`config.mk`:
```
export PLATFORM = sky130hd
export DESIGN_NAME = clean_first_lru_replacer_core
export DESIGN_NICKNAME = d
export VERILOG_FILES = /design/src/rtl/clfr_pkg.sv /design/src/rtl/clfr_ctrl.sv /design/src/rtl/clfr_dp.sv /design/src/rtl/clean_first_lru_replacer_core.sv
export SDC_FILE = /design/constraint.sdc
export NUM_CORES = 1
export LEC_CHECK = 0
export BUFFER_PORTS_ARGS = -buffer_cell sky130_fd_sc_hd__buf_2
export CAP_MARGIN = 20
export CELL_PAD_IN_SITES_DETAIL_PLACEMENT = 1
export CELL_PAD_IN_SITES_GLOBAL_PLACEMENT = 2
export CORE_ASPECT_RATIO = 0.9
export CORE_MARGIN = 3
export CORE_UTILIZATION = 30
export CTS_CLUSTER_DIAMETER = 100
export DETAILED_ROUTE_END_ITERATION = 8
export HOLD_SLACK_MARGIN = 0.12
export PLACE_DENSITY = 0.58
export SLEW_MARGIN = 20
export SYNTH_ARGS = -nofsm -noshare
export SYNTH_HDL_FRONTEND = slang
export SYNTH_SLANG_ARGS = --single-unit
```
`constraint.sdc`:
```
create_clock -name clk -period 11.1 [get_ports clk]
set_clock_uncertainty 0.15 [all_clocks]
set_input_delay 2.22 -clock clk [delete_from_list [all_inputs] [get_ports clk]]
set_output_delay 2.22 -clock clk [all_outputs]
set_load 0.03 [all_outputs]
```
`src/rtl/clfr_pkg.sv`:
```
// Shared types and constants for the clean-first LRU replacer.
package clfr_pkg;

  localparam int NUM_FRAMES_DEF = 64;
  localparam int FRAME_W        = 6;
  localparam int COUNT_W        = 7;
  localparam int IN_TDATA_W     = 8;
  localparam int IN_TUSER_W     = 3;
  localparam int OUT_TDATA_W    = 16;

  typedef enum logic [1:0] {
    ACT_VICTIM = 2'd0,
    ACT_PIN    = 2'd1,
    ACT_UNPIN  = 2'd2
  } action_t;

  // Controller to datapath: one step of the item's sequence.
  typedef struct packed {
    logic accept;
    logic eval;
    logic link;
    logic finish;
  } cmd_t;

  // Datapath to controller.
  typedef struct packed {
    logic unlink;
  } stat_t;

endpackage

```
`src/rtl/clfr_ctrl.sv`:
```
// Sequencing controller: accepts an item, steps the datapath, owns out valid.
module clfr_ctrl (
  input  logic           clk,
  input  logic           rst_n,
  input  logic           in_tvalid,
  output logic           in_tready,
  output logic           out_tvalid,
  input  logic           out_tready,
  output clfr_pkg::cmd_t cmd,
  input  clfr_pkg::stat_t stat
);

  typedef enum logic [1:0] {
    S_IDLE,
    S_EVAL,
    S_LINK,
    S_DONE
  } state_t;

  state_t state_r;
  logic   out_valid_r;

  assign in_tready  = (state_r == S_IDLE);
  assign out_tvalid = out_valid_r;

  always_comb begin
    cmd.accept = (state_r == S_IDLE) && in_tvalid;
    cmd.eval   = (state_r == S_EVAL);
    cmd.link   = (state_r == S_LINK);
    cmd.finish = (state_r == S_DONE) && (!out_valid_r || out_tready);
  end

  always_ff @(posedge clk) begin
    if (!rst_n) begin
      state_r     <= S_IDLE;
      out_valid_r <= 1'b0;
    end else begin
      if (cmd.finish) begin
        out_valid_r <= 1'b1;
      end else if (out_tready) begin
        out_valid_r <= 1'b0;
      end
      unique case (state_r)
        S_IDLE: begin
          if (in_tvalid) state_r <= S_EVAL;
        end
        S_EVAL: begin
          // an unlink needs the link words read this cycle
          state_r <= stat.unlink ? S_LINK : S_DONE;
        end
        S_LINK: begin
          state_r <= S_DONE;
        end
        S_DONE: begin
          // hold while the previous result is still waiting
          if (!out_valid_r || out_tready) state_r <= S_IDLE;
        end
        default: begin
          state_r <= S_IDLE;
        end
      endcase
    end
  end

endmodule

```
`src/rtl/clfr_dp.sv`:
```
// Datapath: frame flags, list heads and counts, link memories, result register.
module clfr_dp #(
  parameter int NUM_FRAMES = clfr_pkg::NUM_FRAMES_DEF
) (
  input  logic                          clk,
  input  logic                          rst_n,
  input  clfr_pkg::cmd_t                cmd,
  output clfr_pkg::stat_t               stat,
  input  logic [1:0]                    in_action,
  input  logic [clfr_pkg::FRAME_W-1:0]  in_frame,
  input  logic                          in_dirty,
  output logic                          out_found,
  output logic [clfr_pkg::FRAME_W-1:0]  out_victim,
  output logic [clfr_pkg::COUNT_W-1:0]  out_count
);

  // Only frames the frame field can name are ever touched.
  localparam int DEPTH = (NUM_FRAMES < (1 << clfr_pkg::FRAME_W)) ?
                         NUM_FRAMES : (1 << clfr_pkg::FRAME_W);
  localparam int FW    = $clog2(DEPTH);
  localparam int CW    = $clog2(DEPTH + 1);

  // latched item
  clfr_pkg::action_t           act_r;
  logic [clfr_pkg::FRAME_W-1:0] frame_r;
  logic                        dirty_r;

  // per-frame flags
  logic [DEPTH-1:0] pinned_r, pinned_nxt;
  logic [DEPTH-1:0] dlist_r,  dlist_nxt;

  // list heads and counts
  logic [FW-1:0] c_new_r, c_new_nxt, c_old_r, c_old_nxt;
  logic [FW-1:0] d_new_r, d_new_nxt, d_old_r, d_old_nxt;
  logic [CW-1:0] c_cnt_r, c_cnt_nxt, d_cnt_r, d_cnt_nxt;

  // pending unlink
  logic [FW-1:0] tgt_r, tgt_nxt;
  logic          tlist_r, tlist_nxt;
  logic          found_r, found_nxt;

  // link memories
  logic [FW-1:0] older_mem [DEPTH];
  logic [FW-1:0] newer_mem [DEPTH];
  logic [FW-1:0] older_rd_r, newer_rd_r;
  logic          o_we, n_we;
  logic [FW-1:0] o_wa, o_wd, n_wa, n_wd;

  // result register
  logic                         res_found_r;
  logic [clfr_pkg::FRAME_W-1:0] res_victim_r;
  logic [clfr_pkg::COUNT_W-1:0] res_count_r;

  // decode
  logic          frame_ok;
  logic [FW-1:0] fidx;
  logic          do_unlink, do_push;
  logic [FW-1:0] tgt;
  logic          tlist;

  // list being updated
  logic          lsel;
  logic [CW-1:0] cnt_sel, cnt_upd;
  logic [FW-1:0] new_sel, new_upd, old_sel, old_upd;
  logic          is_old, is_new, older_ok, newer_ok;
  logic [CW:0]   cnt_sum;

  assign fidx     = frame_r[FW-1:0];
  assign frame_ok = (int'(frame_r) < DEPTH);

  always_comb begin
    do_unlink = 1'b0;
    do_push   = 1'b0;
    tgt       = fidx;
    tlist     = dlist_r[fidx];
    unique case (act_r)
      clfr_pkg::ACT_VICTIM: begin
        // clean frames go first
        if (c_cnt_r != '0) begin
          do_unlink = 1'b1;
          tgt       = c_old_r;
          tlist     = 1'b0;
        end else if (d_cnt_r != '0) begin
          do_unlink = 1'b1;
          tgt       = d_old_r;
          tlist     = 1'b1;
        end
      end
      clfr_pkg::ACT_PIN: begin
        do_unlink = frame_ok && !pinned_r[fidx];
      end
      clfr_pkg::ACT_UNPIN: begin
        do_push = frame_ok && pinned_r[fidx];
      end
      default: begin
      end
    endcase
  end

  assign stat.unlink = do_unlink;

  always_comb begin
    pinned_nxt = pinned_r;
    dlist_nxt  = dlist_r;
    c_new_nxt  = c_new_r;
    c_old_nxt  = c_old_r;
    c_cnt_nxt  = c_cnt_r;
    d_new_nxt  = d_new_r;
    d_old_nxt  = d_old_r;
    d_cnt_nxt  = d_cnt_r;
    tgt_nxt    = tgt_r;
    tlist_nxt  = tlist_r;
    found_nxt  = found_r;
    o_we       = 1'b0;
    o_wa       = fidx;
    o_wd       = fidx;
    n_we       = 1'b0;
    n_wa       = fidx;
    n_wd       = fidx;

    lsel     = cmd.link ? tlist_r : dirty_r;
    cnt_sel  = lsel ? d_cnt_r : c_cnt_r;
    new_sel  = lsel ? d_new_r : c_new_r;
    old_sel  = lsel ? d_old_r : c_old_r;
    cnt_upd  = cnt_sel;
    new_upd  = new_sel;
    old_upd  = old_sel;
    is_old   = (old_sel == tgt_r);
    is_new   = (new_sel == tgt_r);
    older_ok = (int'(older_rd_r) < DEPTH);
    newer_ok = (int'(newer_rd_r) < DEPTH);

    if (cmd.eval) begin
      found_nxt = do_unlink && (act_r == clfr_pkg::ACT_VICTIM);
      tgt_nxt   = tgt;
      tlist_nxt = tlist;
      if (do_unlink) pinned_nxt[tgt] = 1'b1;
      if (do_push) begin
        pinned_nxt[fidx] = 1'b0;
        dlist_nxt[fidx]  = dirty_r;
        if (cnt_sel == '0) begin
          old_upd = fidx;
        end else begin
          // append behind the current newest
          n_we = 1'b1;
          n_wa = new_sel;
          n_wd = fidx;
          o_we = 1'b1;
          o_wa = fidx;
          o_wd = new_sel;
        end
        new_upd = fidx;
        cnt_upd = cnt_sel + CW'(1);
      end
    end

    if (cmd.link) begin
      if (cnt_sel == CW'(1)) begin
        cnt_upd = '0;
      end else if (cnt_sel != '0) begin
        if (is_old) begin
          old_upd = newer_rd_r;
        end else if (older_ok) begin
          n_we = 1'b1;
          n_wa = older_rd_r;
          n_wd = is_new ? older_rd_r : newer_rd_r;
        end
        if (is_new) begin
          new_upd = older_rd_r;
        end else if (newer_ok) begin
          o_we = 1'b1;
          o_wa = newer_rd_r;
          o_wd = is_old ? newer_rd_r : older_rd_r;
        end
        cnt_upd = cnt_sel - CW'(1);
      end
    end

    if (lsel) begin
      d_cnt_nxt = cnt_upd;
      d_new_nxt = new_upd;
      d_old_nxt = old_upd;
    end else begin
      c_cnt_nxt = cnt_upd;
      c_new_nxt = new_upd;
      c_old_nxt = old_upd;
    end
  end

  assign cnt_sum = {1'b0, c_cnt_r} + {1'b0, d_cnt_r};

  always_ff @(posedge clk) begin
    if (!rst_n) begin
      pinned_r <= '1;
      dlist_r  <= '0;
      c_new_r  <= '0;
      c_old_r  <= '0;
      c_cnt_r  <= '0;
      d_new_r  <= '0;
      d_old_r  <= '0;
      d_cnt_r  <= '0;
      found_r  <= 1'b0;
    end else begin
      pinned_r <= pinned_nxt;
      dlist_r  <= dlist_nxt;
      c_new_r  <= c_new_nxt;
      c_old_r  <= c_old_nxt;
      c_cnt_r  <= c_cnt_nxt;
      d_new_r  <= d_new_nxt;
      d_old_r  <= d_old_nxt;
      d_cnt_r  <= d_cnt_nxt;
      found_r  <= found_nxt;
    end
  end

  always_ff @(posedge clk) begin
    tgt_r   <= tgt_nxt;
    tlist_r <= tlist_nxt;
    if (cmd.accept) begin
      act_r   <= clfr_pkg::action_t'(in_action);
      frame_r <= in_frame;
      dirty_r <= in_dirty;
    end
    if (cmd.finish) begin
      res_found_r  <= found_r;
      res_victim_r <= found_r ? clfr_pkg::FRAME_W'(tgt_r) : '0;
      res_count_r  <= clfr_pkg::COUNT_W'(cnt_sum);
    end
  end

  // link memories: read at the target during eval, write one word each
  always_ff @(posedge clk) begin
    older_rd_r <= older_mem[tgt];
    newer_rd_r <= newer_mem[tgt];
    if (o_we) older_mem[o_wa] <= o_wd;
    if (n_we) newer_mem[n_wa] <= n_wd;
  end

  assign out_found  = res_found_r;
  assign out_victim = res_victim_r;
  assign out_count  = res_count_r;

endmodule

```
`src/rtl/clean_first_lru_replacer_core.sv`:
```
// Clean-first LRU frame replacer: top level joining controller and datapath.
//
// Usage:
//   Input items arrive on the in_ channel. in_tuser carries the action
//   (request victim, pin frame, unpin frame) and the dirty flag; in_tdata
//   carries the frame number. Unpinned frames sit in a clean and a dirty
//   recency list; a victim request takes the oldest clean frame, else the
//   oldest dirty one, and pins it.
//   Every item yields exactly one result on the out_ channel: out_tuser is
//   the found flag, out_tdata holds the victim frame and the count of
//   unpinned frames after the item.
//   Sequence: an item passes eval and done; a pin of an unpinned frame or
//   a found victim adds a link step between them, since the link memories
//   are read registered before the neighbors are relinked. One item is in
//   work at a time; in_tready is high only while the block is idle.
//   A finished result sits in an output register; if the receiver stalls,
//   the block holds the next result until the register is taken.
//   Reset (rst_n low, synchronous) pins every frame, empties both lists and
//   drops any pending result. The link memories need no clearing.
module clean_first_lru_replacer_core #(
  parameter int NUM_FRAMES = clfr_pkg::NUM_FRAMES_DEF
) (
  input  logic                                clk,
  input  logic                                rst_n,
  input  logic                                in_tvalid,
  output logic                                in_tready,
  input  logic [clfr_pkg::IN_TDATA_W-1:0]     in_tdata,   // frame[5:0], zero pad
  input  logic [clfr_pkg::IN_TUSER_W-1:0]     in_tuser,   // action[1:0], dirty[2]
  output logic                                out_tvalid,
  input  logic                                out_tready,
  output logic [clfr_pkg::OUT_TDATA_W-1:0]    out_tdata,  // victim_frame[5:0],
                                                          // unpinned_count[12:6], zero pad
  output logic                                out_tuser   // found
);

  clfr_pkg::cmd_t                cmd;
  clfr_pkg::stat_t               stat;
  logic [clfr_pkg::FRAME_W-1:0]  victim;
  logic [clfr_pkg::COUNT_W-1:0]  count;

  clfr_ctrl u_ctrl (
    .clk        (clk),
    .rst_n      (rst_n),
    .in_tvalid  (in_tvalid),
    .in_tready  (in_tready),
    .out_tvalid (out_tvalid),
    .out_tready (out_tready),
    .cmd        (cmd),
    .stat       (stat)
  );

  clfr_dp #(
    .NUM_FRAMES (NUM_FRAMES)
  ) u_dp (
    .clk        (clk),
    .rst_n      (rst_n),
    .cmd        (cmd),
    .stat       (stat),
    .in_action  (in_tuser[1:0]),
    .in_frame   (in_tdata[clfr_pkg::FRAME_W-1:0]),
    .in_dirty   (in_tuser[2]),
    .out_found  (out_tuser),
    .out_victim (victim),
    .out_count  (count)
  );

  assign out_tdata = {{(clfr_pkg::OUT_TDATA_W - clfr_pkg::FRAME_W - clfr_pkg::COUNT_W){1'b0}},
                      count, victim};

endmodule

```
; Word level (Yosys, flattened, before mapping)
; Memories as Yosys holds them, arrays and structs flattened. A register that Yosys moved wholly into a read port is not among the register bits.
; Cells that the tools add are included.
[totals]
ff_bits = 200
ram_bits = 768
in_bits = 15
out_inout_bits = 19
wordCells = 144
memories = 2
[classes]
addsub = 3
order_cmp = 4
eq_ne = 10
n_mux = 86
n_bitwise = 3
reduce_logical = 17
[memory_table]
columns = memory, words, width, rd, rd_ports_with_merged_regs, wr, line
row1 = u_dp.newer_mem, 64, 6, 1, 1, 1, clfr_dp.sv:44  ; logic [FW-1:0] newer_mem [DEPTH];
row2 = u_dp.older_mem, 64, 6, 1, 1, 1, clfr_dp.sv:43  ; logic [FW-1:0] older_mem [DEPTH];
[ops]
columns = operator, count
row1 = 2-to-1 mux 6 bit, 39
row2 = 2-to-1 mux 64 bit, 3
row3 = bitwise AND 64 bit, 1
row4 = bitwise mux 64 bit, 1
row5 = inverter 64 bit, 1
row6 = OR 64 bit, 1
row7 = 2-to-1 mux 7 bit, 6
row8 = 2-to-1 mux 1 bit, 29
row9 = nonzero test 7 bit, 3
row10 = less-than comparator 6 x 7 -> 1 bit (second input constant), 2
row11 = binary-select mux 1 bit (select 6 bit), 2
row12 = demux 1 bit (select 6 bit), 2
row13 = == test 6 bit, 2
row14 = >= comparator 6 x 1 -> 1 bit (second input constant), 2
row15 = one-hot mux 2 bit (4 select lines), 1
row16 = adder 7 x 1 -> 7 bit (second input constant), 1
row17 = adder 7 bit, 1
row18 = == test 7 x 1 -> 1 bit (second input constant), 1
row19 = zero test 7 bit, 1
row20 = subtractor 7 x 1 -> 7 bit (second input constant), 1
row21 = == test 2 bit (second input constant), 3
row22 = logical AND 1 bit, 5
row23 = == test 2 x 1 -> 1 bit (second input constant), 2
row24 = zero test 2 bit, 2
row25 = 7 further kinds, 11

; Longest topological paths before layout
; Gate-level depths: netlist (run 1).
[depth]
word_depth = 13
depth_mapped = 16
mapped_depth_nobuf = 13

; By module
; From an unflattened synthesis (run 1), not the netlist that was laid out.
[hier_totals]
hier_cells = 3180
hier_area_um2 = 41776.3
[by_module_without_submodules]
columns = module, instances, cells_per_inst, area_per_inst_um2, seq_area_each_um2
row1 = clfr_dp, 1, 3153, 41528.6, 27546.4
row2 = clfr_ctrl, 1, 23, 221.5, 60.1
row3 = clean_first_lru_replacer_core, 1, 4, 26.3, 0.0

; Least setup slack after synthesis (run 1)
; No wires, ideal clock.
[synth_path]
kind = register to register
startpoint = register u_ctrl.state_r[0]
endpoint = memory u_dp.older_mem[0][0] (netlist bit) (data pin)
setup_time_ps = 702
arrival_time_ps = 5572
t_required_ps = 10248
slack_ps = 4676
path_stages_with_launch = 16
path_buffers = 4
synth_period_minus_slack_ps = 6424
path_cell_list = dfxtp_1 > inv_1 > ha_1 > mux2_1 > buf_2 > buf_1 > mux2i_1 > inv_1 > ha_1 > nor2_1 > nor3_1 > nor2_1 > nand2_1 > buf_2 > clkbuf_1 > o21ai_0
[synth_between]
elab_chain_cells = 11
word_cells_on_any_way = 19
classes_between = 5 x eq/ne / 12 x mux / 2 x reduce/logical
[synth_rtl]
columns = element, line
row1 = start: declaration, clfr_ctrl.sv:20  ; state_t state_r;
row2 = start signal: assignment, clfr_ctrl.sv:49  ; state_r <= stat.unlink ? S_LINK : S_DONE;
row3 = == test 2 bit, clfr_ctrl.sv:29  ; cmd.link = (state_r == S_LINK);
row4 = 2-to-1 mux 1 bit, clfr_dp.sv:121  ; lsel = cmd.link ? tlist_r : dirty_r;
row5 = 2-to-1 mux 7 bit, clfr_dp.sv:122  ; cnt_sel = lsel ? d_cnt_r : c_cnt_r;
row6 = zero test 7 bit, clfr_dp.sv:141  ; if (cnt_sel == '0) begin
row7 = 2-to-1 mux 6 bit, clfr_dp.sv:141
row8 = 2-to-1 mux 6 bit, clfr_dp.sv:138  ; if (do_push) begin
row9 = 2-to-1 mux 6 bit, clfr_dp.sv:133  ; if (cmd.eval) begin
row10 = 2-to-1 mux 6 bit, clfr_dp.sv:168  ; if (is_new) begin
row11 = 2-to-1 mux 6 bit, clfr_dp.sv:160  ; end else if (cnt_sel != '0) begin
row12 = 2-to-1 mux 6 bit, clfr_dp.sv:158  ; if (cnt_sel == CW'(1)) begin
row13 = 2-to-1 mux 6 bit (*), clfr_dp.sv:157  ; if (cmd.link) begin
row14 = net u_dp.o_wd[0], clfr_dp.sv:47  ; logic [FW-1:0] o_wa, o_wd, n_wa, n_wd;
row15 = end: declaration, clfr_dp.sv:43
; The timed path passes the listed nets; every way through them passes the cells marked *.

; Final worst setup path (run 1)
[layout_path]
startpoint = register u_ctrl.state_r[0]
endpoint = memory u_dp.newer_mem[51][3] (netlist bit) (enable)
[layout_between]
elab_chain_cells = 13
word_cells_on_any_way = 26
classes_between = 4 x eq/ne / 20 x mux / 2 x reduce/logical
[layout_rtl]
columns = element, line
row1 = == test 2 bit, clfr_ctrl.sv:29
row2 = 2-to-1 mux 1 bit, clfr_dp.sv:121
row3 = 2-to-1 mux 7 bit, clfr_dp.sv:122
row4 = zero test 7 bit, clfr_dp.sv:141
row5 = 2-to-1 mux 1 bit, clfr_dp.sv:141
row6 = 2-to-1 mux 1 bit, clfr_dp.sv:138
row7 = 2-to-1 mux 1 bit, clfr_dp.sv:133
row8 = 2-to-1 mux 1 bit, clfr_dp.sv:161  ; if (is_old) begin
row9 = 2-to-1 mux 1 bit, clfr_dp.sv:160
row10 = 2-to-1 mux 1 bit, clfr_dp.sv:158
row11 = 2-to-1 mux 1 bit, clfr_dp.sv:157
row12 = 2-to-1 mux 1 bit, clfr_dp.sv:236  ; if (n_we) newer_mem[n_wa] <= n_wd;
row13 = 2-to-1 mux 1 bit (not written as such), clfr_dp.sv:236
row14 = end: declaration, clfr_dp.sv:44
; Several ways; a longest one is shown, not always the timed one.

==> results of run 1 <==
placed cells by master, fill, tap and decap left out, drive strengths merged, types with 42 or more instances in the layout:
master and instances:
edfxtp 798, nand2 404, nor2 272, a21oi 211, mux2i 202, o21ai 186, dfxtp 182, clkbuf 151
buf 119, nand3 113, a22oi 66, a31oi 57, nor2b 44, nor3 44, mux2 43, clkinv 43
and3 42
cell families after synthesis:
| family | synth area share, % |
|---|---|
| DFF | 66.8 |
| buffers and inverters | 2.70 |
| adders and majority gates | 0.442 |
| xor gates and xnor gates | 0.530 |
| and+or+nand+nor | 10.7 |
| other | 0.00907 |
| muxes | 6.62 |
| AOI/OAI and AO/OA | 12.2 |
layer usage:
| layer | vias up | track usage, % | share of wire [%] | routed length, µm |
|---|---|---|---|---|
| met3 | 201 | 3.16 | 5.1 | 7730 |
| met2 | 838 | 33.3 | 46 | 69500 |
| met1 | 15089 | 30.5 | 47 | 71500 |
| met4 | 0 | 5.18 | 2.3 | 3540 |
| li1 | 12550 | - | - | - |
| met5 | - | 0 | 0 | 0 |
how the worst max path moves through the flow:
stage | cells past startpoint | slack, ns | end
floorplan | 15 | 4.68 | u_dp.older_mem[0][0]
global placement | 14 | 4.94 | u_dp.newer_mem[31][4]
detailed placement | 14 | 4.76 | u_dp.newer_mem[17][3]
CTS | 14 | 4.74 | u_dp.newer_mem[17][0]
global route | 14 | 4.36 | u_dp.newer_mem[7][1]
finish | 14 | 4.80 | u_dp.newer_mem[51][3]
power breakdown:
| group | switching [mW] | internal (mW) | total (mW) |
|---|---|---|---|
| Clock | 1.52 | 1.98 | 3.50 |
| Sequential | 0.136 | 4.31 | 4.45 |
| Combinational | 3.07 | 1.05 | 4.12 |
| Total | 4.73 | 7.33 | 12.1 |
synth_stat cells, types with 6 or more instances:
cell type	number	area, µm²
a2111oi_0	18	158
a211oi_1	12	90.1
a21boi_0	28	210
a21o_1	6	45.0
a21oi_1	210	1050
a221o_1	9	90.1
a221oi_1	20	175
a22o_1	6	52.6
a22oi_1	66	495
a311oi_1	16	140
a31oi_1	57	357
a32oi_1	19	166
a41oi_1	7	61.3
and2_1	9	56.3
and3_1	42	263
buf_1	19	71.3
buf_2	63	315
buf_4	20	150
buf_6	7	78.8
clkbuf_1	105	394
dfxtp_1	182	3640
edfxtp_1	798	24000
ha_1	13	163
inv_1	19	71.3
mux2_2	40	450
mux2i_1	201	2010
mux4_2	10	225
nand2_1	403	1510
nand3_1	113	566
nand4_1	22	138
nor2_1	270	1010
nor2b_1	44	275
nor3_1	42	210
nor4_1	11	68.8
o211ai_1	13	97.6
o21a_1	7	52.6
o21ai_0	183	916
o22ai_1	36	225
o2bb2ai_1	8	70.1
o31ai_1	10	75.1
or3_1	9	56.3
or4_1	9	67.6
xnor2_1	18	158
xor2_1	7	61.3
state kept, by name, summed over array words and instances (netlist names), 6 cells and up:
name	flops
u_dp.c_cnt_r	7
u_dp.c_new_r	6
u_dp.c_old_r	6
u_dp.d_cnt_r	7
u_dp.d_new_r	6
u_dp.d_old_r	6
u_dp.dlist_r	64
u_dp.fidx	6
u_dp.newer_mem	384
u_dp.newer_rd_r	6
u_dp.older_mem	384
u_dp.older_rd_r	6
u_dp.out_count	7
u_dp.out_victim	6
u_dp.pinned_r	64
u_dp.tgt_r	6
worst max-delay path: cells and delay by family, from the launching register on:
family                   cells  cell delay, ns
AO/OA/AOI/OAI                2            0.83
adder cells (fa/ha/maj)      2            0.91
buffers and inverters        4            1.06
flip-flops                   1            0.36
multiplexers                 2            0.70
AND/OR/NAND/NOR              4            1.85
layout make-up:
| cell class | instances | share of cell area (%) |
|---|---|---|
| sequential | 980 | 58.6 |
| clock buffer | 151 | 6.28 |
| timing repair buffer | 119 | 1.83 |
| inverter | 27 | 0.242 |
| clock inverter | 52 | 0.908 |
| tap | 1820 | 4.83 |
| multi-input combinational | 2076 | 27.3 |
==> metrics.md, run 1 <==
| Metric | Value |
|---|---|
| Maxcap violations | `0` |
| Fill cell count | `14,477` |
| Initial core utilization | `30.4%` |
| DR vias | `28,678` |
| Number of buffers created by CTS | `110` |
| Via/cell ratio | `5.49` |
| Residual DRC | `0` |
| Die W | `about 400 µm` |
| Sink Count | `between 900 and 1,000` |
| VDD IR-drop max | `approximately 170 µV` |
| Clock slew at reported path FFs | `roughly 0.060 ns` |
| Cts hold-fix bufs | `0` |
| FF-to-FF End | `u_dp.newer_mem[51][3]` |
| Core footprint | `136,000 µm²` |
| WL/cell | `between 20 and 30 µm` |
| Async SR Flop Fraction | `0%` |
| Number of synthesized register bits | `980` |
| Total gr overflow | `0` |
| Max Buffers Root-to-Sink | `3` |
| Pwr per Cell Area | `256 nW/µm²` |
| Post-Place Cells | `5,021` |
| Port Buf Inserts | `28` |
| Nets | `3,343` |
| Crit path capture type | `flip-flop` |
| Layout cells sized above 1 | `11.0%` |
| Detailed Routing Iterations Pass 1 | `5` |
| TritonCTS clock tree | `yes` |
| Number of synthesized flops with an enable pin | `798` |
| Hold path depth | `2` |
| Mapped Avg Cell Area | `12.5 µm²` |
| I/O pin total | `34` |
| Most used cell, CP | `buf_4` |
| Final period utilization | `56.8%` |
| Worst Hold Path EP | `u_dp.dlist_r[53]` |
| Post-Syn Area | `41,300 µm²` |
| Layout Area Growth over Synthesis | `14.0%` |
| N_diodes | `0` |
| Final worst slack | `approximately 4.8 ns` |
| CP Cell Sequence | `inv_1, ha_1, mux2_1, buf_4, mux2i_1, ha_1, nor2_1, o31ai_2, buf_4, nor2_2, buf_4, o31ai_1, nand3_1, nor2_1` |
| Vertical die dimension | `roughly 360 µm` |
| RSZ-0062 raised after global routing | `no` |
| Critical Path RT | `approximately 11 ns` |
| Reg2reg path depth | `14` |
| DIE AREA | `roughly 140,000 µm²` |
| Outcome | `completed` |
| Routability Congestion | `approximately 0.82` |
| Max H-tree Level | `3` |
| Max_slew headroom | `21.2%` |
| Slew Limit Fails | `0` |
| Total chip power | `12.1 mW` |
| DP Worst Slack | `4.76 ns` |
| Hold WC Path Type | `flip-flop to flip-flop` |
| Min cycle time layout | `around 6.3 ns` |
| First-pass GRT wire length | `219,000 µm` |
| Sequential fraction of the synthesis area | `between 60 and 70%` |
| Dominant synthesized flop cell | `edfxtp_1` |
| Storage element area | `27,600 µm²` |
| Post-route ant nets | `0` |
| Fin Setup TNS | `0 ns` |
| Core Util, Final | `34.6%` |
| DRT Wirelength | `152,000 µm` |
| Worst skew pair latency | `0.72 ns` |
| Max stage delay on crit path | `0.89 ns` |
| Max FO, Critical Path | `52` |
| Clock root buffer | `clkbuf_16` |
| Leak | `15.3 nW` |
| Hold Path Origin | `u_dp.dlist_r[53]` |
| Syn Inst Count | `between 3,000 and 4,000` |
| Setup CP Type | `flip-flop to flip-flop` |
| Total GRT Usage | `21.1%` |
| Largest net degree at the start of global routing | `129` |
| Synth cell types | `83` |
| Vias in the first global route | `29,190` |
| Placed cell areas | `43,700 µm²` |
| Detailed router's first-iteration violation count | `2,670` |
| Setup bufs post-CTS | `0` |
| Worst R2R Setup Slack | `~4.8 ns` |
| Worst-Margin Slew | `1.18 ns` |
| CP startpoint | `u_ctrl.state_r[0]` |
| Cell Rows | `128` |
| Number of synthesis warnings | `0` |
| Worst Hold Slack | `~0.34 ns` |
| Multi-input gate area | `12,900 µm²` |
| Hpwl dp | `about 95,000 µm` |
| CTS resizes | `0` |
| Fmax | `159 MHz` |
| R2r startpoint | `u_ctrl.state_r[0]` |
| Crit start category | `flip-flop` |
| Slowest CP cell | `nor2_1` |
| Final Hold Vio Count | `0` |
| Critical Path AT | `6.50 ns` |
| Initial antenna violation count | `5` |
| Final Non-Filler Cells | `5,225` |
| Setup violators final | `0` |
| Post-route cell area | `47,100 µm²` |
(Power assumes the default switching activity.)
==> run 2: changes to the inputs <==
Settings changed: ABC_AREA set to 1, PLACE_DENSITY 0.58 to 0.63.
Clock period 11.1 ns to 6.1 ns, I/O delays scaled along.
==> run 2 against run 1 <==
Against the previous run: combinational power grew to 2.6 times the previous value; sequential cell count is the same; final cell count up 37%; critical endpoint is now u_dp.newer_mem[19][4]; sequential share of layout area decreased by 4.8 points; worst setup slack got worse by 4.2 ns; largest cell class unchanged; global-route usage decreased by 1.4 points; hold slack lost 0.038 ns; design area increased by 9.0%; area after synthesis grew 8.7%.
==> metrics.md, run 2 <==
| Metric | Value |
|---|---|
| Synth area leader | `edfxtp_1` |
| Outcome | `completed` |
| Most frequent cells in the layout | `nand2_1, edfxtp_1, nand3_1, inv_1, nor2_1` |
| Clock slew at reported path FFs | `approximately 0.060 ns` |
| Maxcap violations | `0` |
| Reg2reg path depth | `21` |
| Number of synthesized flops with an enable pin | `798` |
| DRT Wirelength | `153,000 µm` |
| Cell Rows | `134` |
| Hpwl dp | `92,900 µm` |
| Critical Path AT | `~5.7 ns` |
| Number of buffers created by CTS | `approximately 110` |
| Syn Inst Count | `5,089` |
| Via/cell ratio | `approximately 4.8` |
| Leak | `21.5 nW` |
| Commonest cells post-synth | `nand2_1, edfxtp_1, nand3_1, inv_1, nor2_1` |
| Vias in the first global route | `35,005` |
| Fin Setup TNS | `0 ns` |
| Min cycle time layout | `5.50 ns` |
| Stages on worst setup path | `21` |
| First-pass GRT wire length | `231,000 µm` |
| Top cell type's share of synthesized area | `a little over half` |
| Dominant synthesized flop cell | `edfxtp_1` |
| Buf/Inv on CP | `6` |
| Hold WC Path Type | `flip-flop to flip-flop` |
| Synth cell types | `48` |
| Core footprint | `around 150,000 µm²` |
| Mapped Avg Cell Area | `8.83 µm²` |
| Final worst slack | `between 0.5 and 0.6 ns` |
| Initial core utilization | `a little under a third` |
| Setup CP Type | `flip-flop to flip-flop` |
| Max_slew headroom | `25.7%` |
| DIE AREA | `155,000 µm²` |
| Final period utilization | `90.2%` |
| Clock root buffer | `clkbuf_16` |
| Total gr overflow | `0` |
| Setup violators final | `0` |
| Initial antenna violation count | `2` |
| Vertical die dimension | `373 µm` |
| Max H-tree Level | `3` |
| Cell family contributing the most delay on the critical path | `simple AND/OR/NAND/NOR gates` |
| Pwr per Cell Area | `~520 nW/µm²` |
| TritonCTS clock tree | `yes` |
| Routability Congestion | `between 0.7 and 0.8` |
| Largest regs | `u_dp.newer_mem x384, u_dp.older_mem x384` |
| Commonest non-fill, non-tap cell in the layout | `nand2_1` |
| Critical Path RT | `6.32 ns` |
| CTS resizes | `0` |
| VDD IR-drop max | `323 µV` |
| Max Buffers Root-to-Sink | `3` |
| Post-route ant nets | `0` |
| Max FO, Critical Path | `15` |
| Detailed Routing Iterations Pass 1 | `5` |
| DP Worst Slack | `0.584 ns` |
| DR vias | `34,026` |
| WL/cell | `between 20 and 25 µm` |
| Crit path capture type | `flip-flop` |
| Largest net degree at the start of global routing | `136` |
| Port Buf Inserts | `28` |
| Detailed router's first-iteration violation count | `2,053` |
| Die W | `414 µm` |
| Fmax | `roughly 180 MHz` |
| Nets | `5,098` |
| Hold path depth | `2` |
| Number of synthesis warnings | `0` |
| Layout Area Growth over Synthesis | `14.3%` |
| Sequential fraction of the synthesis area | `between 60% and 70%` |
| Worst skew pair latency | `between 0.7 and 0.8 ns` |
| Sink Count | `980` |
| Max stage delay on crit path | `0.61 ns` |
| Most used cell, CP | `nand2_2` |
| Number of synthesized register bits | `a little under 1,000` |
| Slew Limit Fails | `0` |
| Synth area leaders | `edfxtp_1, nand2_1, dfxtp_1` |
| Crit start category | `flip-flop` |
| Slowest CP cell | `o21ai_0` |
| RSZ-0062 raised after global routing | `no` |
| Worst-Margin Slew | `1.11 ns` |
| I/O pin total | `34` |
| Async SR Flop Fraction | `0%` |
| Setup bufs post-CTS | `0` |
| Residual DRC | `0` |
| Total GRT Usage | `19.7%` |
| Final Hold Vio Count | `0` |
| Post-Syn Area | `around 45,000 µm²` |
| Most common cell in the netlist | `nand2_1` |
| Total chip power | `26.7 mW` |
| Layout cells sized above 1 | `7.82%` |
| Cts hold-fix bufs | `0` |
| CP Cell Sequence | `inv_1, ha_1, inv_2, nand2_2, nand2_2, o21ai_0, inv_1, ha_1, nand2_1, nor2_2, nand2_2, inv_2, nor2_4, nand2_4, inv_2, nand2_1, nand2_1, inv_1, nor2_1, nand2_2, nor2_1` |
[run 2: logic make-up (layout without fill, tap and decap cells)]
| kind of cell | count (synthesis) | after routing | synth area share [%] |
|---|---|---|---|
| adders and majority gates | 14 | 14 | 0.406 |
| buffers and inverters | 566 | 640 | 5.09 |
| xor gates and xnor gates | 21 | 21 | 0.426 |
| and+or+nand+nor | 3206 | 3206 | 28.8 |
| other | 1 | 4 | 0.00834 |
| AOI/OAI and AO/OA | 301 | 301 | 3.88 |
| DFF | 980 | 980 | 61.4 |
[run 2: power breakdown]
part	total, mW	switching, mW	internal (mW)
registers	8.86	0.212	8.65
logic	10.9	8.39	2.47
clock network	7.00	2.87	4.13
[run 2: worst register-to-register path, stage by stage, from the launching register on]
cell and delay [ns]:
dfxtp_1 0.34, inv_1 0.13, ha_1 0.33, inv_2 0.14, nand2_2 0.08, nand2_2 0.17
o21ai_0 0.62, inv_1 0.20, ha_1 0.28, nand2_1 0.11, nor2_2 0.05, nand2_2 0.24
inv_2 0.08, nor2_4 0.24, nand2_4 0.20, inv_2 0.31, nand2_1 0.13, nand2_1 0.20
inv_1 0.07, nor2_1 0.16, nand2_2 0.31, nor2_1 0.60
[run 2: layout make-up]
cell class | count | area (µm²)
multi-input combinational | 3545 | 15200
inverter | 291 | 1110
antenna | 1 | 2.50
tap | 1972 | 2470
clock buffer | 155 | 3130
timing repair buffer | 137 | 1140
clock inverter | 57 | 686
fill | 17135 | 97200
sequential | 980 | 27600
[run 2: path summary, 6_finish.rpt]
kind	slack (ns)	from	endpoint
max	0.60	u_ctrl.state_r[0]	u_dp.newer_mem[19][4]
min	0.30	u_dp.dlist_r[43]	u_dp.dlist_r[43]
max reg2reg	0.60	u_ctrl.state_r[0]	u_dp.newer_mem[19][4]
min reg2reg	0.30	u_dp.dlist_r[43]	u_dp.dlist_r[43]
[run 2: through the flow]
step / hold slack, ns / utilization (%) / cell area (µm²) / std cells
after detailed placement: 0.288 / 32.0 / 47500 / 6925
after global placement: 0.284 / 32.0 / 47500 / 6925
after global routing: 0.319 / 34.6 / 51400 / 7137
final: 0.298 / 34.6 / 51400 / 7138
after floorplan: 0.273 / - / 45000 / 5091
after CTS: 0.297 / 34.6 / 51400 / 7137
[run 2: layer usage]
layer	share of wire, %	wire, µm	GRT usage [%]
met1	48	74100	27.7
met2	47	71300	32.4
met3	3.1	4810	2.74
met4	2.0	3020	4.20
met5	0	0	0
